[src/hw/rtl/sha256_stream_hasher_unit_macros.svh]
// assertion macros used by the hasher core rtl
`ifndef SHA256_STREAM_HASHER_UNIT_MACROS_SVH
`define SHA256_STREAM_HASHER_UNIT_MACROS_SVH
`ifndef NO_ASSERTIONS
`define SH_ASSERT(lbl, pr, msg) \
	lbl: assert property (@(posedge clk) disable iff (!arst_n) pr) else $error(msg);
`define SH_ASSERT_ALWAYS(lbl, pr, msg) \
	lbl: assert property (@(posedge clk) pr) else $error(msg);
`else
`define SH_ASSERT(lbl, pr, msg)
`define SH_ASSERT_ALWAYS(lbl, pr, msg)
`endif
`endif

[src/hw/rtl/sha256h_pkg.sv]
package sha256h_pkg;

	typedef struct packed {
		logic         last_blk;
		logic [511:0] data;
	} blk_t;

	localparam logic [7:0] PadByte = 8'h80;
	localparam int unsigned LenAt = 56;

	localparam logic [31:0] InitHash [8] = '{
		32'h6a09e667, 32'hbb67ae85, 32'h3c6ef372, 32'ha54ff53a,
		32'h510e527f, 32'h9b05688c, 32'h1f83d9ab, 32'h5be0cd19
	};

	localparam logic [31:0] RoundK [64] = '{
		32'h428a2f98, 32'h71374491, 32'hb5c0fbcf, 32'he9b5dba5,
		32'h3956c25b, 32'h59f111f1, 32'h923f82a4, 32'hab1c5ed5,
		32'hd807aa98, 32'h12835b01, 32'h243185be, 32'h550c7dc3,
		32'h72be5d74, 32'h80deb1fe, 32'h9bdc06a7, 32'hc19bf174,
		32'he49b69c1, 32'hefbe4786, 32'h0fc19dc6, 32'h240ca1cc,
		32'h2de92c6f, 32'h4a7484aa, 32'h5cb0a9dc, 32'h76f988da,
		32'h983e5152, 32'ha831c66d, 32'hb00327c8, 32'hbf597fc7,
		32'hc6e00bf3, 32'hd5a79147, 32'h06ca6351, 32'h14292967,
		32'h27b70a85, 32'h2e1b2138, 32'h4d2c6dfc, 32'h53380d13,
		32'h650a7354, 32'h766a0abb, 32'h81c2c92e, 32'h92722c85,
		32'ha2bfe8a1, 32'ha81a664b, 32'hc24b8b70, 32'hc76c51a3,
		32'hd192e819, 32'hd6990624, 32'hf40e3585, 32'h106aa070,
		32'h19a4c116, 32'h1e376c08, 32'h2748774c, 32'h34b0bcb5,
		32'h391c0cb3, 32'h4ed8aa4a, 32'h5b9cca4f, 32'h682e6ff3,
		32'h748f82ee, 32'h78a5636f, 32'h84c87814, 32'h8cc70208,
		32'h90befffa, 32'ha4506ceb, 32'hbef9a3f7, 32'hc67178f2
	};

	function automatic logic [31:0] rotr(input logic [31:0] x, input int n);
		rotr = (x >> n) | (x << (32 - n));
	endfunction

endpackage

[src/hw/rtl/sha256h_front.sv]
module sha256h_front (
	input  logic               clk,
	input  logic               arst_n,
	input  logic               s_tvalid,
	output logic               s_tready,
	input  logic [7:0]         s_tdata,  // data_byte[7:0]
	input  logic [1:0]         s_tuser,  // kind[1:0]
	output logic               push_valid,
	input  logic               push_ready,
	output sha256h_pkg::blk_t  push_blk
);

	localparam logic [1:0] ST_IDLE = 2'd0;
	localparam logic [1:0] ST_FULL = 2'd1;
	localparam logic [1:0] ST_PAD  = 2'd2;
	localparam logic [1:0] ST_PAD2 = 2'd3;

	logic [1:0]   state_q;
	logic [511:0] block_q;
	logic [5:0]   fill_q;
	logic [63:0]  len_q;
	logic         end_q;
	logic         accept;
	logic         has_byte;
	logic         is_end;
	logic         fits;
	logic [63:0]  bits;
	logic [511:0] padded;

	assign s_tready = (state_q == ST_IDLE);
	assign accept   = s_tvalid & s_tready;
	assign has_byte = ~s_tuser[1];
	assign is_end   = s_tuser[1] | s_tuser[0];
	assign fits     = (fill_q < 6'(sha256h_pkg::LenAt));
	assign bits     = {len_q[60:0], 3'b000};

	// keep held bytes, then the pad byte, zeros, and the length if it fits
	always_comb begin
		for (int i = 0; i < 64; i++) begin
			if (6'(i) < fill_q)
				padded[511 - 8 * i -: 8] = block_q[511 - 8 * i -: 8];
			else if (6'(i) == fill_q)
				padded[511 - 8 * i -: 8] = sha256h_pkg::PadByte;
			else
				padded[511 - 8 * i -: 8] = 8'h00;
		end
		if (fits)
			padded[63:0] = bits;
	end

	always_comb begin
		push_valid = 1'b0;
		push_blk   = '{last_blk: 1'b0, data: block_q};
		unique case (state_q)
			ST_IDLE: push_valid = 1'b0;
			ST_FULL: push_valid = 1'b1;
			ST_PAD: begin
				push_valid = 1'b1;
				push_blk   = '{last_blk: fits, data: padded};
			end
			ST_PAD2: begin
				push_valid = 1'b1;
				push_blk   = '{last_blk: 1'b1, data: {448'd0, bits}};
			end
			default: push_valid = 1'b0;
		endcase
	end

	always_ff @(posedge clk) begin
		if (accept && has_byte) begin
			for (int i = 0; i < 64; i++) begin
				if (fill_q == 6'(i))
					block_q[511 - 8 * i -: 8] <= s_tdata;
			end
		end
	end

	always_ff @(posedge clk or negedge arst_n) begin
		if (!arst_n) begin
			state_q <= ST_IDLE;
			fill_q  <= '0;
			len_q   <= '0;
			end_q   <= 1'b0;
		end else begin
			unique case (state_q)
				ST_IDLE: begin
					if (accept) begin
						if (has_byte) begin
							fill_q <= fill_q + 6'd1;
							len_q  <= len_q + 64'd1;
							end_q  <= is_end;
							if (fill_q == 6'd63)
								state_q <= ST_FULL;
							else if (is_end)
								state_q <= ST_PAD;
						end else begin
							state_q <= ST_PAD;
						end
					end
				end
				ST_FULL: begin
					if (push_ready)
						state_q <= end_q ? ST_PAD : ST_IDLE;
				end
				ST_PAD: begin
					if (push_ready) begin
						if (fits) begin
							fill_q  <= '0;
							len_q   <= '0;
							state_q <= ST_IDLE;
						end else begin
							state_q <= ST_PAD2;
						end
					end
				end
				ST_PAD2: begin
					if (push_ready) begin
						fill_q  <= '0;
						len_q   <= '0;
						state_q <= ST_IDLE;
					end
				end
				default: state_q <= ST_IDLE;
			endcase
		end
	end

endmodule

[src/hw/rtl/sha256h_fifo.sv]
module sha256h_fifo (
	input  logic               clk,
	input  logic               arst_n,
	input  logic               push_valid,
	output logic               push_ready,
	input  sha256h_pkg::blk_t  push_blk,
	output logic               pop_valid,
	input  logic               pop_ready,
	output sha256h_pkg::blk_t  pop_blk
);

	sha256h_pkg::blk_t mem_q [2];
	logic       wr_ptr_q;
	logic       rd_ptr_q;
	logic [1:0] count_q;
	logic       do_push;
	logic       do_pop;

	assign push_ready = (count_q != 2'd2);
	assign pop_valid  = (count_q != 2'd0);
	assign pop_blk    = mem_q[rd_ptr_q];
	assign do_push    = push_valid & push_ready;
	assign do_pop     = pop_valid & pop_ready;

	always_ff @(posedge clk) begin
		if (do_push)
			mem_q[wr_ptr_q] <= push_blk;
	end

	always_ff @(posedge clk or negedge arst_n) begin
		if (!arst_n) begin
			wr_ptr_q <= 1'b0;
			rd_ptr_q <= 1'b0;
			count_q  <= '0;
		end else begin
			if (do_push)
				wr_ptr_q <= ~wr_ptr_q;
			if (do_pop)
				rd_ptr_q <= ~rd_ptr_q;
			if (do_push && !do_pop)
				count_q <= count_q + 2'd1;
			else if (do_pop && !do_push)
				count_q <= count_q - 2'd1;
		end
	end

endmodule

[src/hw/rtl/sha256h_core.sv]
module sha256h_core (
	input  logic               clk,
	input  logic               arst_n,
	input  logic               pop_valid,
	output logic               pop_ready,
	input  sha256h_pkg::blk_t  pop_blk,
	output logic               m_tvalid,
	input  logic               m_tready,
	output logic [39:0]        m_tdata,  // digest_word[31:0], word_index[34:32], zero fill
	output logic               m_tlast   // last_word
);

	`include "sha256_stream_hasher_unit_macros.svh"

	localparam logic [1:0] ST_IDLE  = 2'd0;
	localparam logic [1:0] ST_ROUND = 2'd1;
	localparam logic [1:0] ST_ADD   = 2'd2;
	localparam logic [1:0] ST_OUT   = 2'd3;

	logic [1:0]  state_q;
	logic [5:0]  rnd_q;
	logic [2:0]  idx_q;
	logic        last_q;
	logic [31:0] wnd_q [16];
	logic [31:0] v_q [8];
	logic [31:0] h_q [8];
	logic [31:0] w_new;
	logic [31:0] t1;
	logic [31:0] t2;
	logic        do_pop;
	logic        beat;

	assign pop_ready = (state_q == ST_IDLE);
	assign do_pop    = pop_valid & pop_ready;
	assign m_tvalid  = (state_q == ST_OUT);
	assign m_tdata   = {5'd0, idx_q, h_q[idx_q]};
	assign m_tlast   = (idx_q == 3'd7);
	assign beat      = m_tvalid & m_tready;

	// next schedule word, fed in behind the window as it rolls
	assign w_new = (sha256h_pkg::rotr(wnd_q[14], 17) ^ sha256h_pkg::rotr(wnd_q[14], 19)
			^ (wnd_q[14] >> 10)) + wnd_q[9]
			+ (sha256h_pkg::rotr(wnd_q[1], 7) ^ sha256h_pkg::rotr(wnd_q[1], 18)
			^ (wnd_q[1] >> 3)) + wnd_q[0];

	assign t1 = v_q[7] + (sha256h_pkg::rotr(v_q[4], 6) ^ sha256h_pkg::rotr(v_q[4], 11)
			^ sha256h_pkg::rotr(v_q[4], 25))
			+ ((v_q[4] & v_q[5]) ^ (~v_q[4] & v_q[6]))
			+ sha256h_pkg::RoundK[rnd_q] + wnd_q[0];
	assign t2 = (sha256h_pkg::rotr(v_q[0], 2) ^ sha256h_pkg::rotr(v_q[0], 13)
			^ sha256h_pkg::rotr(v_q[0], 22))
			+ ((v_q[0] & v_q[1]) ^ (v_q[0] & v_q[2]) ^ (v_q[1] & v_q[2]));

	always_ff @(posedge clk) begin
		if (do_pop) begin
			for (int i = 0; i < 16; i++)
				wnd_q[i] <= pop_blk.data[511 - 32 * i -: 32];
			for (int i = 0; i < 8; i++)
				v_q[i] <= h_q[i];
		end else if (state_q == ST_ROUND) begin
			for (int i = 0; i < 15; i++)
				wnd_q[i] <= wnd_q[i + 1];
			wnd_q[15] <= w_new;
			v_q[7] <= v_q[6];
			v_q[6] <= v_q[5];
			v_q[5] <= v_q[4];
			v_q[4] <= v_q[3] + t1;
			v_q[3] <= v_q[2];
			v_q[2] <= v_q[1];
			v_q[1] <= v_q[0];
			v_q[0] <= t1 + t2;
		end
	end

	always_ff @(posedge clk or negedge arst_n) begin
		if (!arst_n) begin
			state_q <= ST_IDLE;
			rnd_q   <= '0;
			idx_q   <= '0;
			last_q  <= 1'b0;
			for (int i = 0; i < 8; i++)
				h_q[i] <= sha256h_pkg::InitHash[i];
		end else begin
			unique case (state_q)
				ST_IDLE: begin
					if (do_pop) begin
						last_q  <= pop_blk.last_blk;
						rnd_q   <= '0;
						state_q <= ST_ROUND;
					end
				end
				ST_ROUND: begin
					rnd_q <= rnd_q + 6'd1;
					if (rnd_q == 6'd63)
						state_q <= ST_ADD;
				end
				ST_ADD: begin
					for (int i = 0; i < 8; i++)
						h_q[i] <= h_q[i] + v_q[i];
					idx_q   <= '0;
					state_q <= last_q ? ST_OUT : ST_IDLE;
				end
				ST_OUT: begin
					if (beat) begin
						idx_q <= idx_q + 3'd1;
						if (idx_q == 3'd7) begin
							for (int i = 0; i < 8; i++)
								h_q[i] <= sha256h_pkg::InitHash[i];
							state_q <= ST_IDLE;
						end
					end
				end
				default: state_q <= ST_IDLE;
			endcase
		end
	end

	`SH_ASSERT(a_pop_only_idle, do_pop |=> (state_q == ST_ROUND) && (rnd_q == 6'd0), "block not started")
	`SH_ASSERT(a_round_to_add, (state_q == ST_ROUND) && (rnd_q == 6'd63) |=> (state_q == ST_ADD), "rounds overrun")
	`SH_ASSERT(a_last_to_idle, beat && m_tlast |=> (state_q == ST_IDLE) && (idx_q == 3'd0), "digest not closed")
	`SH_ASSERT(a_add_to_out, (state_q == ST_ADD) && last_q |=> m_tvalid && (idx_q == 3'd0), "digest not shown")

endmodule

[src/hw/rtl/sha256_stream_hasher_unit.sv]
// sha-256 over a byte stream: one byte per beat on s_*, kind in tuser (0 byte, 1 byte ending
// the message, 2 or 3 end without byte). the front packs bytes at one a beat into a 64-byte
// block, holding s_tready low while it hands on a full block or the one or two pad blocks
// at message end; a two-block queue decouples it from the compression core, which loads a
// block, runs 64 rounds at one round per cycle and adds the feed-forward, so the sustained
// rate is set by the single round unit. after the last block the eight digest words leave
// on m_* at one per beat, word 0 first, tlast on word 7, and the hash restarts.
module sha256_stream_hasher_unit (
	input  logic        clk,
	input  logic        arst_n,
	input  logic        s_tvalid,
	output logic        s_tready,
	input  logic [7:0]  s_tdata,  // data_byte[7:0]
	input  logic [1:0]  s_tuser,  // kind[1:0]
	output logic        m_tvalid,
	input  logic        m_tready,
	output logic [39:0] m_tdata,  // digest_word[31:0], word_index[34:32], zero fill
	output logic        m_tlast   // last_word
);

	sha256h_pkg::blk_t push_blk;
	sha256h_pkg::blk_t pop_blk;
	logic push_valid;
	logic push_ready;
	logic pop_valid;
	logic pop_ready;

	sha256h_front u_front (
		.clk        (clk),
		.arst_n     (arst_n),
		.s_tvalid   (s_tvalid),
		.s_tready   (s_tready),
		.s_tdata    (s_tdata),
		.s_tuser    (s_tuser),
		.push_valid (push_valid),
		.push_ready (push_ready),
		.push_blk   (push_blk)
	);

	sha256h_fifo u_fifo (
		.clk        (clk),
		.arst_n     (arst_n),
		.push_valid (push_valid),
		.push_ready (push_ready),
		.push_blk   (push_blk),
		.pop_valid  (pop_valid),
		.pop_ready  (pop_ready),
		.pop_blk    (pop_blk)
	);

	sha256h_core u_core (
		.clk       (clk),
		.arst_n    (arst_n),
		.pop_valid (pop_valid),
		.pop_ready (pop_ready),
		.pop_blk   (pop_blk),
		.m_tvalid  (m_tvalid),
		.m_tready  (m_tready),
		.m_tdata   (m_tdata),
		.m_tlast   (m_tlast)
	);

endmodule

[config.mk]
export PLATFORM = sky130hd
export DESIGN_NAME = sha256_stream_hasher_unit
export DESIGN_NICKNAME = d
export VERILOG_FILES = /design/src/hw/rtl/sha256h_pkg.sv /design/src/hw/rtl/sha256h_front.sv /design/src/hw/rtl/sha256h_fifo.sv /design/src/hw/rtl/sha256h_core.sv /design/src/hw/rtl/sha256_stream_hasher_unit.sv
export VERILOG_INCLUDE_DIRS = /design/src /design/src/hw/rtl
export SDC_FILE = /design/constraint.sdc
export NUM_CORES = 2
export LEC_CHECK = 0
export BUFFER_PORTS_ARGS = -buffer_cell sky130_fd_sc_hd__buf_2
export CAP_MARGIN = 40
export CELL_PAD_IN_SITES_DETAIL_PLACEMENT = 1
export CELL_PAD_IN_SITES_GLOBAL_PLACEMENT = 1
export CORE_ASPECT_RATIO = 0.6
export CORE_MARGIN = 2
export CORE_UTILIZATION = 35
export DETAILED_ROUTE_END_ITERATION = 8
export MAX_ROUTING_LAYER = met4
export PLACE_DENSITY = 0.62
export SLEW_MARGIN = 20
export SYNTH_ARGS = -nofsm -noshare
export SYNTH_HDL_FRONTEND = slang
export SYNTH_HIERARCHICAL = 1
export SYNTH_SLANG_ARGS = --single-unit
[constraint.sdc]
create_clock -name clk -period 60.4 [get_ports clk]
set_clock_uncertainty 0.15 [all_clocks]
set_input_delay 6.04 -clock clk [delete_from_list [all_inputs] [get_ports clk]]
set_output_delay 6.04 -clock clk [all_outputs]
set_load 0.01 [all_outputs]
### Yosys cells after proc, flatten, opt, wreduce, memory -nomap -nowiden

Memory sizes are Yosys's and may differ from the RTL's.
Index checks and enable logic that the tools add are counted.

* word-level logic and storage cells: 675
* memories kept: 4
* memory bits (read-only): 2048
* memory bits (writable): 1794
* flip-flop bits (word level): 857
* bits of input ports: 14

Memory list
* (no name shown): depth 64, width 32, rd ports 1, clocked after memory_dff 0, write ports 0, line sha256h_core.sv:49 `+ sha256h_pkg::RoundK[rnd_q] + wnd_q[0];`
* u_fifo.mem_q: depth 2, width 513, rd ports 1, clocked after memory_dff 0, write ports 1, line sha256h_fifo.sv:12 `sha256h_pkg::blk_t mem_q [2];`
* u_core.wnd_q: depth 16, width 32, rd ports 16, clocked after memory_dff 0, write ports 16, line sha256h_core.sv:24 `logic [31:0] wnd_q [16];`
* u_core.v_q: depth 8, width 32, rd ports 8, clocked after memory_dff 0, write ports 8, line sha256h_core.sv:25 `logic [31:0] v_q [8];`

* mux-type cells: 204
* add/sub/neg operators: 24
* eq/ne operators: 146
* reduce and logical (&&, ||, !) cells: 86
* order comparisons: 67
* bitwise gates (word level): 61

Operator list (count)
* $pmux W513 S2: 1
* $mux W8: 128
* $mux W32: 28
* $add A32 B32 Y32: 18
* $mux W256: 2
* $pmux W256 S2: 1
* $mux W64: 6
* $xor A32 B32 Y32: 9
* $eq A6 B6 Y1 const B: 33
* $eq A6 B6 Y1 const A: 32
* $lt A6 B6 Y1 const A: 32
* $pmux W64 S3: 1
* $and A32 B32 Y32: 5
* $reduce_and A2 Y1: 67
* $bmux W32 S3: 1
* $eq A5 B6 Y1 const A: 16
* $eq A6 B5 Y1 const B: 16
* $lt A5 B6 Y1 const A: 16
* $add A64 B1 Y64 const B: 1
* $eq A4 B6 Y1 const A: 8
* $eq A6 B4 Y1 const B: 8
* $lt A4 B6 Y1 const A: 8
* $mux W6: 6
* $mux W2: 16
* 58 further kinds: 129

### Longest topological paths before layout

An unclocked memory read counts as a cell.

* depth in word-level cells: 10
* gate-level depth with buffers: 36
* mapped depth without buffers: 34

### By module

The synthesis kept the hierarchy.

By module, submodules not included
* sha256h_core: times used 1, area each 71403.5 um^2, cells an instance 7809
* sha256h_fifo: times used 1, area each 39230.1 um^2, cells an instance 1614
* sha256h_front: times used 1, area each 24820.1 um^2, cells an instance 1906

### Worst setup path before layout

Ideal clock, no wire load.

* kind: flip-flop to flip-flop
* start point: register u_front.state_q[0]
* end point: memory u_fifo/mem_q[0][0] in the netlist's numbering (enable)
* setup time: 1.401 ns
* path slack: 36.576 ns
* data arrival time: 22.273 ns
* stages on the path, launching flop included: 6
* path buffers: 1
* cells stage by stage: dfrtp_1 -> clkbuf_1 -> nor2_1 -> inv_1 -> nand2_1 -> nor2_1

RTL lines
* start: declaration: line sha256h_front.sv:18 `logic [1:0] state_q;`
* start signal: assignment: line sha256h_front.sv:103 `state_q <= end_q ? ST_PAD : ST_IDLE;`
* $logic_not A2 Y1
* net s_tready: line sha256_stream_hasher_unit.sv:12 `output logic s_tready,`
* $pmux W1 S2: line sha256h_front.sv:54 `unique case (state_q)`
* net push_valid: line sha256_stream_hasher_unit.sv:23 `logic push_valid;`
* $and A1 B1 Y1: line sha256h_fifo.sv:22 `assign do_push = push_valid & push_ready;`
* $mux W1: line sha256h_fifo.sv:26 `if (do_push)`
* $mux W1 (not written as such): line sha256h_fifo.sv:27 `mem_q[wr_ptr_q] <= push_blk;`
* end: declaration: line sha256h_fifo.sv:12

The timed path passes the listed nets, and every way through them passes these cells.

==> flow_metrics.py <==
metrics = {
    "clocking": {
        "clockBufferDepth": 4,
        "cts_sinks": 2648,
        "cts_tree": "built",
        "hold_buffers": 0,
        "cts_buffers": 281,
        "path_clk_slew_ps": 60,
        "worstSkewPairLatency_ps": 900,
        "post_cts_buffers": 0,
        "htreeDepth": 5,
        "cts-resized-gates": 0,
        "ctsRootBufferMaster": "clkbuf_16",
    },
    "sta": {
        "setup_violations": 0,
        "grt_setup_unrepaired": "no",
        "clock.fmax_mhz": 100.2,
        "hold_violations": 0,
        "finalMaxSlewViolations": 0,
        "timing_worst_slew_pin_value_ps": 1310,
        "relSlewSlack": 0.1269,
        "setup_tns_ps": 0,
        "fin_crit_ps": 9975,
        "post-route-period-util": 0.1652,
    },
    "synth": {
        "netlist_area_mm2": 0.1355,
        "yosys_warnings": 6,
        "yosysUniqueCellTypes": 116,
        "synth_edf_count": 2306,
        "synth-async-reset-ratio": 0.1292,
        "synthCells": 11329,
        "ys.flop_type": "edfxtp_1",
        "synth.avg_cell_area_um2": 11.96,
        "ys_seq_area_frac": 0.5757,
        "ys_ff_latch": 2648,
    },
    "setup_path": {
        "cp_slowest_cell": "a221oi_1",
        "required_ps": 60950,
        "regToRegSetupSlack_ps": 50420,
        "rr_endpoint": "u_core/v_q[0][31]$_DFFE_PP_",
        "ff2ff_path_depth": 32,
        "startpoint": "u_core/rnd_q[0]$_DFFE_PN0P_",
        "end_kind": "flip-flop",
        "criticalPathCategory": "reg -> reg",
        "critPathArrivalTime_ps": 10530,
        "max_stage_delay_ps": 700,
        "crit_path_start_kind": "flip-flop",
        "crit_end": "u_core/v_q[0][31]$_DFFE_PP_",
        "r2r_start": "u_core/rnd_q[0]$_DFFE_PN0P_",
        "cp_common_cell": "ha_1",
        "crit_fanout": 12,
    },
    "routing": {
        "drt_pass1_iterations": 7,
        "vias_per_cell": 5.559,
        "drt_iter0_markers": 10925,
        "wl_per_cell_um": 28.79,
        "drc": 0,
        "drtAntennaViolNets": 0,
        "dr_total_vias": 93796,
        "drt-total-wl_mm": 485.8,
    },
    "floorplan": {
        "die_height_um": 485.9,
        "core_area_mm2": 0.3843,
        "io_pins": 57,
        "initial_utilization": 0.3525,
        "die_w_um": 807.1,
        "rows": 176,
        "die_area_mm2": 0.3922,
    },
    "worst_hold_path": {
        "hp-class": "reg -> reg",
    },
    "global_route": {
        "antenna_found_initial": 38,
        "grt_first_pass_wirelength_mm": 693.3,
        "grt_pass1_vias": 93853,
        "grt_max_degree": 147,
        "overflow": 0,
        "gr-usage-all-layers": 0.2491,
    },
    "finish": {
        "nNetsFinal": 12095,
        "drive_above_1_share": 0.1417,
        "syn2layout_area_growth_pct": 12.56,
    },
    "flow_run": {
        "maxCapViolations": 0,
    },
    "place": {
        "hpwl_mm": 348.9,
        "gp_congestion": 0.9734,
        "io_buffers": 51,
    },
    "run_status": {
        "outcome": "completed",
    },
}
-- cells in the mapped netlist (all sizes together) (15+ instances only) --
cell type / n / share of area
a211oi: 55 / 0.0032
a21boi: 16 / 0.00091
a21o: 174 / 0.0096
a21oi: 510 / 0.019
a22o: 79 / 0.0051
a311oi: 15 / 0.0010
a31oi: 47 / 0.0023
and2: 379 / 0.018
and3: 36 / 0.0017
buf: 132 / 0.0076
clkbuf: 403 / 0.011
dfrtp: 206 / 0.038
dfstp: 136 / 0.026
edfxtp: 2306 / 0.51
fa: 197 / 0.029
ha: 404 / 0.037
inv: 347 / 0.0096
maj3: 31 / 0.0023
mux2: 548 / 0.058
mux2i: 28 / 0.0021
mux4: 67 / 0.011
nand2: 2651 / 0.073
nand2b: 49 / 0.0023
nand3: 113 / 0.0042
nand4: 41 / 0.0019
nor2: 489 / 0.014
nor2b: 97 / 0.0045
nor3: 97 / 0.0036
nor3b: 18 / 0.0010
nor4: 24 / 0.0013
o211ai: 41 / 0.0023
o21a: 63 / 0.0035
o21ai: 489 / 0.018
o21bai: 61 / 0.0034
o22a: 16 / 0.0010
o22ai: 15 / 0.00069
o2bb2ai: 32 / 0.0021
o31ai: 59 / 0.0035
or2: 19 / 0.00088
or3: 47 / 0.0022
or4: 17 / 0.00097
xnor2: 381 / 0.025
xor2: 194 / 0.013
-- cells by family (layout without fill, tap and decap cells) --
group / Yosys count / in the layout / share of synthesized area
fa+ha+maj: 632 / 632 / 0.06872
compound gates: 1838 / 1838 / 0.08719
mux: 643 / 643 / 0.07151
flops: 2648 / 2648 / 0.5757
buf+inv: 887 / 1256 / 0.02856
simple gates: 4104 / 4104 / 0.1310
xor+xnor: 576 / 576 / 0.03735
other cells: 1 / 15 / 0.00002768
-- per-stage QoR --
stage	instance area [um2]	instances	worst slack, ps	hold WS, ps	util
finish	152500	16874	50420	296.0	0.3968
global route	152500	16866	49880	326.9	0.3967
CTS	151900	16828	50110	297.7	0.3953
detailed placement	142800	16323	50600	320.1	0.3717
global placement	141600	16231	50540	314.4	0.3684
floorplan	135500	11333	36580	296.3	-
-- layout make-up --
class / count / area, um2
diodes: 10 / 25.02
clock buffers: 369 / 7694
clock inverters: 136 / 1401
fillers: 40627 / 231800
inverters: 352 / 1329
multi-input cells: 7798 / 53800
flip-flops and latches: 2648 / 78000
well taps: 5162 / 6459
repair buffers: 399 / 3765
-- cell usage in the layout (no fill, tap or decap), types with 60 or more instances in the layout --
cell,count
nand2_1,2649
edfxtp_1,2306
a21oi_1,508
nor2_1,480
mux2_4,460
o21ai_0,449
ha_1,404
xnor2_1,381
and2_1,376
inv_1,345
clkbuf_16,290
buf_4,270
fa_1,197
dfrtp_1,197
xor2_1,194
a21o_1,174
dfstp_2,136
nand3_1,111
nor2b_1,95
nor3_1,93
mux2_2,88
a22o_1,79
mux4_2,67
clkbuf_1,65
o21a_1,62
o21bai_1,61
buf_2,60
-- worst max-delay path, delay by kind of cell, from the launching register on --
| family | cells | cell delay (ps) |
|---|---|---|
| AOI/OAI and AO/OA | 17 | 4840 |
| xor gates and xnor gates | 2 | 470 |
| adders and majority gates | 6 | 2590 |
| buffers and inverters | 3 | 900 |
| DFF | 1 | 380 |
| and+or+nand+nor | 4 | 460 |
-- how the worst min path moves through the flow --
stage                             startpoint                            end  slack (ps)  cells past startpoint
2_1_floorplan      u_front/end_q$_DFFE_PN0P_      u_front/end_q$_DFFE_PN0P_         300                      2
3_3_place_gp       u_front/end_q$_DFFE_PN0P_      u_front/end_q$_DFFE_PN0P_         310                      2
3_5_place_dp       u_front/end_q$_DFFE_PN0P_      u_front/end_q$_DFFE_PN0P_         320                      2
4_1_cts        u_core/wnd_q[11][3]$_DFFE_PP_  u_core/wnd_q[10][3]$_DFFE_PP_         300                      2
5_1_grt        u_core/wnd_q[11][3]$_DFFE_PP_  u_core/wnd_q[10][3]$_DFFE_PP_         330                      2
6_report       u_core/wnd_q[11][3]$_DFFE_PP_  u_core/wnd_q[10][3]$_DFFE_PP_         300                      2
-- sequential cells by signal, summed over array words and instances, names as in the netlist, 2 cells and up --
register,cells
u_fifo/mem_q,1026
u_core/wnd_q,512
u_front/block_q,512
u_core/h_q,256
u_core/v_q,256
u_front/len_q,61
u_core/rnd_q,6
u_front/fill_q,6
u_core/idx_q,3
u_core/state_q,2
u_fifo/count_q,2
u_front/state_q,2
-- metal layers --
metal,routed length [um],track usage,share of wire
met1,243600,0.4013,0.50
met2,185400,0.3149,0.38
met3,49940,0.05892,0.10
met4,6831,0.03614,0.014
met5,0,-,0
Power is not shown: default switching activity piles up to over one toggle a cycle in this logic, so the estimate is an artifact.
